$ cat src/rtl/core/audio_activity_source_selector_core_defines.svh
// Assertion helpers shared by the selector core RTL.
// Each macro expects signals named clk and rst_n in the enclosing module.
`ifndef AUDIO_ACTIVITY_SOURCE_SELECTOR_CORE_DEFINES_SVH
`define AUDIO_ACTIVITY_SOURCE_SELECTOR_CORE_DEFINES_SVH

// Property checked on every rising clock edge outside of reset.
`define AASS_ASSERT_CLK(label, prop, msg) \
  label: assert property (@(posedge clk) disable iff (!rst_n) prop) else $error(msg);

// A condition in one cycle requires a result in the following cycle.
`define AASS_ASSERT_NEXT(label, cond, result, msg) \
  `AASS_ASSERT_CLK(label, (cond) |=> (result), msg)

`endif

$ cat src/rtl/core/aass_pkg.sv
package aass_pkg;

  localparam int SOURCES     = 4;
  localparam int SRC_W       = $clog2(SOURCES);
  localparam int SAMPLE_BITS = 10;
  localparam int SUM_W       = 16;
  localparam int COUNT_W     = 8;
  localparam int CREDIT_W    = SUM_W + 1;
  localparam int BLINK_W     = 4;

  // Configuration port geometry.
  localparam int ADDR_W = 5;
  localparam int DATA_W = 32;

  // Stream widths, padded to whole bytes.
  localparam int IN_TDATA_W    = ((SAMPLE_BITS + 7) / 8) * 8;
  localparam int OUT_FIELDS_W  = SRC_W + 4 + SUM_W;
  localparam int OUT_TDATA_W   = ((OUT_FIELDS_W + 7) / 8) * 8;
  localparam int OUT_PAD_W     = OUT_TDATA_W - OUT_FIELDS_W;

  localparam logic [SUM_W-1:0] SUM_MAX = '1;

  // Register indexes (byte address divided by four).
  localparam logic [2:0] REG_ACT_THRESH         = 3'd0;
  localparam logic [2:0] REG_CREDIT_LIMIT       = 3'd1;
  localparam logic [2:0] REG_START_CREDIT       = 3'd2;
  localparam logic [2:0] REG_MIN_READING        = 3'd3;
  localparam logic [2:0] REG_SAMPLES_PER_SIDE   = 3'd4;

  // Register reset values.
  localparam logic [15:0]          RST_ACT_THRESH         = 16'd128;
  localparam logic [15:0]          RST_CREDIT_LIMIT       = 16'd512;
  localparam logic [7:0]           RST_START_CREDIT       = 8'd20;
  localparam logic [SAMPLE_BITS-1:0] RST_MIN_READING      = SAMPLE_BITS'(300);
  localparam logic [COUNT_W-1:0]   RST_SAMPLES_PER_SIDE   = COUNT_W'(40);

  typedef struct packed {
    logic [15:0]            act_thresh;
    logic [15:0]            credit_limit;
    logic [7:0]             start_credit;
    logic [SAMPLE_BITS-1:0] min_reading;
    logic [COUNT_W-1:0]     samples_per_side;
  } cfg_t;

  // Result of the measurement unit for one sample.
  typedef struct packed {
    logic             done;
    logic [SUM_W-1:0] activity;
  } meas_t;

  // Next-state view of the selector, as shown on the result stream.
  typedef struct packed {
    logic [SRC_W-1:0] source_select;
    logic             transmitter_on;
    logic             activity_light;
  } sel_status_t;

  // Saturating accumulate of one sample step into an activity sum.
  function automatic logic [SUM_W-1:0] sat_add(input logic [SUM_W-1:0] a,
                                               input logic [SAMPLE_BITS-1:0] b);
    logic [SUM_W:0] s;
    s = {1'b0, a} + {{(SUM_W + 1 - SAMPLE_BITS){1'b0}}, b};
    return s[SUM_W] ? SUM_MAX : s[SUM_W-1:0];
  endfunction

endpackage

$ cat src/rtl/core/audio_activity_source_selector_core.sv
// Audio activity source selector. Each input transaction carries one converter
// sample taken from the source and side named in the most recent result; each
// accepted sample produces exactly one result transaction, and a new sample is
// accepted in every cycle as long as the result side keeps up. That figure is
// set by the single state update per sample: the sample is registered, runs
// combinationally through the measurement unit and the scan/hold selector,
// and lands in the result register. Results report the source and side to
// sample next, the transmitter enable, the debug light, and, on the sample
// that completes a measurement, its activity value.
// The configuration registers sit on an APB port at byte addresses 0x00
// (activity threshold), 0x04 (credit limit), 0x08 (start credit), 0x0C
// (minimum reading) and 0x10 (samples per side); write them only while no
// transaction is in flight.
`include "audio_activity_source_selector_core_defines.svh"

module audio_activity_source_selector_core (
  input  logic                              clk,
  input  logic                              rst_n,
  // Sample stream.
  input  logic                              in_tvalid,
  output logic                              in_tready,
  // [9:0] sample, upper bits ignored.
  input  logic [aass_pkg::IN_TDATA_W-1:0]   in_tdata,
  // Result stream.
  output logic                              out_tvalid,
  input  logic                              out_tready,
  // [1:0] source_select, [2] side_select, [3] transmitter_on,
  // [4] activity_light, [5] measure_done, [21:6] activity_value, rest zero.
  output logic [aass_pkg::OUT_TDATA_W-1:0]  out_tdata,
  // Configuration port.
  input  logic                              cfg_psel,
  input  logic                              cfg_penable,
  input  logic                              cfg_pwrite,
  input  logic [aass_pkg::ADDR_W-1:0]       cfg_paddr,
  input  logic [aass_pkg::DATA_W-1:0]       cfg_pwdata,
  output logic [aass_pkg::DATA_W-1:0]       cfg_prdata,
  output logic                              cfg_pready
);
  import aass_pkg::*;

  // Configuration registers. A write lands on the access phase of an APB
  // transaction; the port never inserts wait states.
  cfg_t       cfg_r;
  logic       cfg_we;
  logic [2:0] cfg_idx;

  assign cfg_pready = 1'b1;
  assign cfg_we     = cfg_psel & cfg_penable & cfg_pwrite;
  assign cfg_idx    = cfg_paddr[ADDR_W-1:2];

  always_ff @(posedge clk) begin
    if (!rst_n) begin
      cfg_r.act_thresh         <= RST_ACT_THRESH;
      cfg_r.credit_limit       <= RST_CREDIT_LIMIT;
      cfg_r.start_credit       <= RST_START_CREDIT;
      cfg_r.min_reading        <= RST_MIN_READING;
      cfg_r.samples_per_side   <= RST_SAMPLES_PER_SIDE;
    end else if (cfg_we) begin
      case (cfg_idx)
        REG_ACT_THRESH:         cfg_r.act_thresh         <= cfg_pwdata[15:0];
        REG_CREDIT_LIMIT:       cfg_r.credit_limit       <= cfg_pwdata[15:0];
        REG_START_CREDIT:       cfg_r.start_credit       <= cfg_pwdata[7:0];
        REG_MIN_READING:        cfg_r.min_reading        <= cfg_pwdata[SAMPLE_BITS-1:0];
        REG_SAMPLES_PER_SIDE:   cfg_r.samples_per_side   <= cfg_pwdata[COUNT_W-1:0];
        default: ;
      endcase
    end
  end

  always_comb begin
    case (cfg_idx)
      REG_ACT_THRESH:         cfg_prdata = DATA_W'(cfg_r.act_thresh);
      REG_CREDIT_LIMIT:       cfg_prdata = DATA_W'(cfg_r.credit_limit);
      REG_START_CREDIT:       cfg_prdata = DATA_W'(cfg_r.start_credit);
      REG_MIN_READING:        cfg_prdata = DATA_W'(cfg_r.min_reading);
      REG_SAMPLES_PER_SIDE:   cfg_prdata = DATA_W'(cfg_r.samples_per_side);
      default:                cfg_prdata = '0;
    endcase
  end

  // Input register. The held sample advances whenever the result register is
  // empty or is being emptied in this cycle, so one more sample can still be
  // taken while a finished result waits for the consumer.
  logic                   stage_valid_r, stage_valid_nxt;
  logic [SAMPLE_BITS-1:0] sample_r;
  logic                   in_fire;
  logic                   step;

  assign step            = stage_valid_r & (~out_tvalid | out_tready);
  assign in_tready       = ~stage_valid_r | step;
  assign in_fire         = in_tvalid & in_tready;
  assign stage_valid_nxt = in_fire | (stage_valid_r & ~step);

  always_ff @(posedge clk) begin
    if (!rst_n) begin
      stage_valid_r <= 1'b0;
    end else begin
      stage_valid_r <= stage_valid_nxt;
    end
  end

  always_ff @(posedge clk) begin
    if (in_fire) begin
      sample_r <= in_tdata[SAMPLE_BITS-1:0];
    end
  end

  // Measurement of left and right activity, then the scan/hold decision.
  meas_t       meas;
  logic        side_sel;
  sel_status_t status;

  aass_measure u_measure (
    .clk      (clk),
    .rst_n    (rst_n),
    .step     (step),
    .sample   (sample_r),
    .cfg      (cfg_r),
    .meas     (meas),
    .side_sel (side_sel)
  );

  aass_select u_select (
    .clk    (clk),
    .rst_n  (rst_n),
    .step   (step),
    .meas   (meas),
    .cfg    (cfg_r),
    .status (status)
  );

  // Result register.
  logic                   out_valid_r, out_valid_nxt;
  logic [OUT_TDATA_W-1:0] out_tdata_r;

  assign out_valid_nxt = step | (out_valid_r & ~out_tready);

  always_ff @(posedge clk) begin
    if (!rst_n) begin
      out_valid_r <= 1'b0;
    end else begin
      out_valid_r <= out_valid_nxt;
    end
  end

  always_ff @(posedge clk) begin
    if (step) begin
      out_tdata_r <= {{OUT_PAD_W{1'b0}}, meas.activity, meas.done,
                      status.activity_light, status.transmitter_on, side_sel,
                      status.source_select};
    end
  end

  assign out_tvalid = out_valid_r;
  assign out_tdata  = out_tdata_r;

  // An accepted sample always occupies the input register in the next cycle.
  `AASS_ASSERT_NEXT(a_accept_fills_stage, in_fire, stage_valid_r,
                    "accepted sample did not reach the input register")

  // A stalled result register must hold back the pending sample.
  `AASS_ASSERT_NEXT(a_stall_keeps_sample, stage_valid_r && out_tvalid && !out_tready,
                    stage_valid_r, "pending sample dropped while the result was stalled")

  // An empty input register never refuses a transaction.
  `AASS_ASSERT_CLK(a_empty_stage_ready, !stage_valid_r |-> in_tready,
                   "input refused while the input register was empty")

  // Activity is reported only on the sample that completes a measurement.
  `AASS_ASSERT_CLK(a_activity_only_on_done,
                   out_tvalid && !out_tdata[SRC_W+3] |-> out_tdata[SRC_W+4+:SUM_W] == '0,
                   "nonzero activity on a result without a completed measurement")

endmodule

$ cat src/rtl/core/aass_measure.sv
module aass_measure (
  input  logic                              clk,
  input  logic                              rst_n,
  input  logic                              step,
  input  logic [aass_pkg::SAMPLE_BITS-1:0]  sample,
  input  aass_pkg::cfg_t                    cfg,
  output aass_pkg::meas_t                   meas,
  output logic                              side_sel
);
  import aass_pkg::*;

  logic                   side_r, side_nxt;
  logic [COUNT_W-1:0]     count_r, count_nxt;
  logic [SAMPLE_BITS-1:0] prev_r, prev_nxt;
  logic [SUM_W-1:0]       rise_r, rise_nxt;
  logic [SUM_W-1:0]       fall_r, fall_nxt;
  logic [COUNT_W-1:0]     count_inc;

  always_comb begin
    side_nxt      = side_r;
    count_nxt     = count_r;
    prev_nxt      = prev_r;
    rise_nxt      = rise_r;
    fall_nxt      = fall_r;
    count_inc     = count_r + COUNT_W'(1);
    meas.done     = 1'b0;
    meas.activity = '0;

    if (sample < cfg.min_reading) begin
      // A dropout aborts the whole measurement with zero activity.
      meas.done = 1'b1;
    end else begin
      // The first sample of each side only seeds the previous value.
      if (count_r != '0) begin
        if (sample > prev_r) begin
          rise_nxt = sat_add(rise_r, sample - prev_r);
        end else if (sample < prev_r) begin
          fall_nxt = sat_add(fall_r, prev_r - sample);
        end
      end
      prev_nxt  = sample;
      count_nxt = count_inc;
      if (count_inc >= cfg.samples_per_side || count_inc == '0) begin
        if (!side_r) begin
          side_nxt  = 1'b1;
          count_nxt = '0;
          prev_nxt  = '0;
        end else begin
          meas.done     = 1'b1;
          meas.activity = (rise_nxt > fall_nxt) ? fall_nxt : rise_nxt;
        end
      end
    end

    if (meas.done) begin
      side_nxt  = 1'b0;
      count_nxt = '0;
      prev_nxt  = '0;
      rise_nxt  = '0;
      fall_nxt  = '0;
    end
  end

  assign side_sel = side_nxt;

  always_ff @(posedge clk) begin
    if (!rst_n) begin
      side_r  <= 1'b0;
      count_r <= '0;
      prev_r  <= '0;
      rise_r  <= '0;
      fall_r  <= '0;
    end else if (step) begin
      side_r  <= side_nxt;
      count_r <= count_nxt;
      prev_r  <= prev_nxt;
      rise_r  <= rise_nxt;
      fall_r  <= fall_nxt;
    end
  end

endmodule

$ cat src/rtl/core/aass_select.sv
module aass_select (
  input  logic                  clk,
  input  logic                  rst_n,
  input  logic                  step,
  input  aass_pkg::meas_t       meas,
  input  aass_pkg::cfg_t        cfg,
  output aass_pkg::sel_status_t status
);
  import aass_pkg::*;

  logic                holding_r, holding_nxt;
  logic [SRC_W-1:0]    scan_r, scan_nxt;
  logic [SRC_W-1:0]    held_r, held_nxt;
  logic [SRC_W-1:0]    best_src_r, best_src_nxt;
  logic [SUM_W-1:0]    best_act_r, best_act_nxt;
  logic [CREDIT_W-1:0] credit_r, credit_nxt;
  logic [BLINK_W-1:0]  blink_r, blink_nxt;
  logic                light_r, light_nxt;

  always_comb begin
    holding_nxt  = holding_r;
    scan_nxt     = scan_r;
    held_nxt     = held_r;
    best_src_nxt = best_src_r;
    best_act_nxt = best_act_r;
    credit_nxt   = credit_r;
    blink_nxt    = blink_r;
    light_nxt    = light_r;

    if (meas.done) begin
      if (holding_r) begin
        if (meas.activity > cfg.act_thresh) begin
          if (credit_r < {1'b0, cfg.credit_limit}) begin
            credit_nxt = credit_r + CREDIT_W'(2);
          end
          light_nxt = 1'b1;
        end else begin
          if (credit_r != '0) begin
            credit_nxt = credit_r - CREDIT_W'(1);
          end
          light_nxt = 1'b0;
        end
        // Credit exhausted: release the source and restart the scan.
        if (credit_nxt == '0) begin
          holding_nxt  = 1'b0;
          scan_nxt     = '0;
          best_src_nxt = '0;
          best_act_nxt = '0;
        end
      end else begin
        if (meas.activity > best_act_r) begin
          best_act_nxt = meas.activity;
          best_src_nxt = scan_r;
        end
        if (scan_r == SRC_W'(SOURCES - 1)) begin
          scan_nxt  = '0;
          blink_nxt = blink_r + BLINK_W'(1);
          light_nxt = ~blink_nxt[BLINK_W-1];
          if (best_act_nxt >= cfg.act_thresh) begin
            held_nxt    = best_src_nxt;
            holding_nxt = 1'b1;
            credit_nxt  = CREDIT_W'(cfg.start_credit);
            blink_nxt   = '0;
          end
          best_src_nxt = '0;
          best_act_nxt = '0;
        end else begin
          scan_nxt = scan_r + SRC_W'(1);
        end
      end
    end
  end

  assign status.source_select  = holding_nxt ? held_nxt : scan_nxt;
  assign status.transmitter_on = holding_nxt;
  assign status.activity_light = light_nxt;

  always_ff @(posedge clk) begin
    if (!rst_n) begin
      holding_r  <= 1'b0;
      scan_r     <= '0;
      held_r     <= '0;
      best_src_r <= '0;
      best_act_r <= '0;
      credit_r   <= '0;
      blink_r    <= '0;
      light_r    <= 1'b0;
    end else if (step) begin
      holding_r  <= holding_nxt;
      scan_r     <= scan_nxt;
      held_r     <= held_nxt;
      best_src_r <= best_src_nxt;
      best_act_r <= best_act_nxt;
      credit_r   <= credit_nxt;
      blink_r    <= blink_nxt;
      light_r    <= light_nxt;
    end
  end

endmodule
$ cat config.mk
export PLATFORM = sky130hd
export DESIGN_NAME = audio_activity_source_selector_core
export DESIGN_NICKNAME = d
export VERILOG_FILES = /design/src/rtl/core/aass_pkg.sv /design/src/rtl/core/audio_activity_source_selector_core.sv /design/src/rtl/core/aass_measure.sv /design/src/rtl/core/aass_select.sv
export VERILOG_INCLUDE_DIRS = /design/src /design/src/rtl/core
export SDC_FILE = /design/constraint.sdc
export NUM_CORES = 1
export LEC_CHECK = 0
export BUFFER_PORTS_ARGS = -buffer_cell sky130_fd_sc_hd__buf_2
export CAP_MARGIN = 20
export CORE_AREA = 2 2 166 168
export CTS_BUF_LIST = sky130_fd_sc_hd__clkbuf_4 sky130_fd_sc_hd__clkbuf_8 sky130_fd_sc_hd__clkbuf_16
export DETAILED_ROUTE_END_ITERATION = 8
export DIE_AREA = 0 0 168 170
export PLACE_DENSITY = 0.73
export SYNTH_ARGS = -nofsm -noshare
export SYNTH_HDL_FRONTEND = slang
export SYNTH_HIERARCHICAL = 1
export SYNTH_SLANG_ARGS = --single-unit
$ cat constraint.sdc
create_clock -name clk -period 26.8 [get_ports clk]
set_input_delay 2.68 -clock clk [delete_from_list [all_inputs] [get_ports clk]]
set_output_delay 2.68 -clock clk [all_outputs]
set_load 0.1 [all_outputs]
==> flow_summary.yaml <==
status:
  status: "complete, no violations"
detailed_routing:
  postRouteWirelength_um: 37200
  drc_errors: 0
  postRouteAntennaNets: 0
  viasPerCell: 6.06
  drt-initial-drc-count: 1292
  firstDrtPassIters: 5
  post_drt_wl_per_cell_um: 18.3
  routed-via-count: 12300
layout:
  design.final.nets: 1885
  num-fill-cells: 2371
  insertedDiodeCount: 0
  fin_area_um2: 15400
  seq_area_um2: 4080
  area_added_between_synthesis_and_finish_pct: 6.21
  multiInputGateArea_um2: 9300
  drive_above_1_share_pct: 13.4
worst_setup_path:
  crit_type: "register to register"
  critPathCapture: "out_tdata[1]"
  worst_ep_arrival_time_ps: 12390
  critical-path-slowest-cell: "o221ai_1"
  reg2reg_from: "sample_r[0]"
  crit_start: "sample_r[0]"
  reg2regPathDepth: 46
  top_fanout_value_on_the_critical_path: 14
  critical-path-top-cell-by-count: "ha_1"
  rr_endpoint: "out_tdata[1]"
  reg2reg_setup_slack_ps: 14690
  required_ps: 27080
  start_kind: "register"
  type_of_element_capturing_the_critical_path: "register"
  critPathMaxStageDelay_ps: 740
placement:
  io_buffer_count: 75
  gp_congestion: 0.930
  postPlaceCellArea_um2: 14800
  hpwlAfterDp_um: 27700
timing:
  worst_case_clock_skew_ps: 12.5
  period_minus_slack_ps: 12110
  fin_tns_setup_ps: 0
  final_max_slew_viol_count: 0
  setup-violations-final: 0
  unrepaired_setup_endpoints_after_global_routing: "no"
  max_freq_mhz: 82.6
  final.hold.worst_slack_ps: 472
  worst_margin_slew_ps: 1040
  maxSlewHeadroom_pct: 30.4
  post-route-period-util_pct: 45.2
  report.final.hold_viol_count: 0
die:
  placeableCoreArea_um2: 26700
  floorplan.die.width_um: 168
  die_h_um: 170
  floorplan.die_area_um2: 28600
  initial_core_util_pct: 54.2
  floorplan.rows: 60
  pin_count: 119
clock_tree:
  tritoncts: "yes"
  tritoncts.num_buffers: 17
  clk_latency_ps: 440
  clockBufferDepth: 2
  clkTransAtPathRegs_ps: 70
  postCtsSetupRepairBufs: 0
  number_of_buffers_inserted_by_hold_repair_at_cts: 0
  cts_root_buffer: "clkbuf_16"
  quantity_of_gates_resized_following_cts: 0
  ctsHtreeMaxLevel: 4
  clkSinkCount: 188
run:
  max_cap_viol_count: 0
synthesis:
  asyncSetResetFlopFracSynth_pct: 0
  synth.lib_cells_used.distinct: 104
  avgSynthCellArea_um2: 8.68
  synth_enable_flop_cells: 32
  synth.cell_area_um2: 14500
  synth_seq_area_share_pct: 28.2
  synth_seq_cells: 188
  ys_warns: 6
  postSynthCellCount: 1665
  synth_top_flop_cell: "dfxtp_1"
worst_hold_path:
  worst_hold_startpoint: "u_measure/prev_r[9]"
  min-delay-path-class: "register to register"
global_routing:
  grt_pass1_wl_um: 60100
  grt_start_max_net_pins: 95
  grt_pass1_vias: 11700
  global_route.usage.total_pct: 26.0
  grt.overflow.total: 0
  number_of_antenna_violations_at_the_first_check_in_global_routing: 0
pwr:
  worst_case_vdd_ir_drop_mv: 0.0375
  cellLeakagePower_nw: 6.43
  power.density_nw_per_um2: 43.5
[cell usage in the layout, fill, tap and decap left out, types with 30 or more instances in the layout]
master | Yosys | layout
a21o_1 | 37 | 37
a21oi_1 | 66 | 66
a31oi_1 | 43 | 43
and3_1 | 31 | 31
buf_2 | 13 | 74
dfxtp_1 | 156 | 156
edfxtp_1 | 32 | 32
ha_1 | 144 | 144
inv_1 | 123 | 123
mux2_2 | 30 | 30
mux2i_1 | 80 | 80
nand2_1 | 168 | 168
nand3_1 | 43 | 43
nor2_1 | 80 | 80
nor2b_1 | 40 | 38
o21ai_0 | 41 | 41
o21ai_2 | 31 | 32
xnor2_1 | 30 | 30
[state kept, by name (all words and copies together), names as in the netlist, 4 cells and up]
register             flops
u_measure/fall_r        16
u_measure/prev_r        10
u_measure/rise_r        16
cfg_r                   58
u_select/blink_r         4
out_tdata               22
sample_r                10
u_measure/count_r        8
u_select/credit_r       17
u_select/best_act_r     16
[worst min path at each step]
stage	slack (ps)	cells past startpoint	to
2_1_floorplan	440	2	cfg_r[25]
3_3_place_gp	460	2	u_measure/prev_r[9]
3_5_place_dp	460	2	u_measure/prev_r[9]
4_1_cts	480	2	u_measure/prev_r[9]
5_1_grt	500	2	cfg_r[28]
6_report	470	2	u_measure/prev_r[9]
[through the flow]
step	setup WS, ps	cells	utilization [%]	power (mW)
after floorplan	16790	1682	-	0.391
after global placement	15290	1998	55.3	0.407
after detailed placement	15000	1999	55.4	0.409
after CTS	14940	2031	57.6	0.671
after global routing	13870	2031	57.6	0.693
final	14690	2031	57.6	0.668
[metal layers]
| layer | up-vias | global-route usage (%) | part of all wire [%] |
|---|---|---|---|
| met5 | - | 0 | 0 |
| met4 | 0 | 7.03 | 1.6 |
| met3 | 51 | 3.19 | 6.3 |
| met2 | 431 | 43.2 | 47 |
| met1 | 5826 | 35.8 | 46 |
| li1 | 6007 | - | - |
[worst max-delay path: cells and delay by family (launching register included)]
family | cells | cell delay [ps]
AO/OA/AOI/OAI | 16 | 5070
buffers and inverters | 5 | 840
XOR/XNOR | 1 | 170
AND/OR/NAND/NOR | 15 | 2440
adder cells (fa/ha/maj) | 6 | 1870
flip-flops | 1 | 510
multiplexers | 3 | 1070
[synth_stat cells, types with 4 or more instances]
cell type | number | area share, %
buf_2 | 13 | 0.45
fa_1 | 4 | 0.55
o21ai_0 | 41 | 1.4
o31ai_1 | 7 | 0.36
nor2_1 | 80 | 2.1
o21ai_1 | 6 | 0.21
edfxtp_1 | 32 | 6.6
a21oi_1 | 66 | 2.3
o21bai_1 | 9 | 0.47
nand4_1 | 25 | 1.1
a211oi_1 | 12 | 0.62
nor2b_1 | 40 | 1.7
a31oi_1 | 43 | 1.9
nor3_1 | 25 | 0.87
xnor2_1 | 30 | 1.8
a22oi_1 | 23 | 1.2
o21ai_2 | 31 | 1.9
nand3_1 | 43 | 1.5
mux2_2 | 30 | 2.3
a2111oi_0 | 9 | 0.55
nand2b_1 | 23 | 1.0
o211ai_1 | 8 | 0.42
o2bb2ai_1 | 11 | 0.67
inv_1 | 123 | 3.2
mux2i_1 | 80 | 5.5
buf_4 | 32 | 1.7
nand2_1 | 168 | 4.4
a21o_1 | 37 | 1.9
buf_6 | 13 | 1.0
nand3b_1 | 5 | 0.26
nor4_1 | 7 | 0.30
a21boi_1 | 17 | 0.88
or3_1 | 8 | 0.35
a21boi_0 | 7 | 0.36
o22ai_1 | 23 | 1.0
and3_1 | 31 | 1.3
o21a_1 | 11 | 0.57
and4_1 | 6 | 0.36
a22o_1 | 11 | 0.67
and2_1 | 13 | 0.56
dfxtp_1 | 156 | 22
clkbuf_1 | 49 | 1.3
ha_1 | 144 | 12
xor2_1 | 20 | 1.2
[where the power goes]
| group | leakage [nW] | internal [mW] | total, mW | switching (mW) |
|---|---|---|---|---|
| Sequential | 1.56 | 0.291 | 0.294 | 0.00355 |
| Combinational | 4.58 | 0.0309 | 0.110 | 0.0786 |
| Clock | 0.293 | 0.141 | 0.264 | 0.123 |
[layout make-up]
class,count,area share [%]
multi-input combinational,1260,60.6
sequential,188,26.6
timing repair buffer,87,3.18
inverter,123,3.01
clock buffer,18,2.82
tap,341,2.78
clock inverter,14,1.03
[logic make-up (layout without fill, tap and decap cells)]
family / after synthesis / after routing / share of synthesized area [%]
AOI/OAI and AO/OA: 425 / 425 / 21.5
xor gates and xnor gates: 50 / 50 / 3.03
adders and majority gates: 148 / 148 / 13.0
buffers and inverters: 234 / 242 / 7.93
DFF: 188 / 188 / 28.2
muxes: 112 / 112 / 8.07
other: 2 / 19 / 0.0519
and+or+nand+nor: 506 / 506 / 18.2
(Power assumes the default switching activity.)
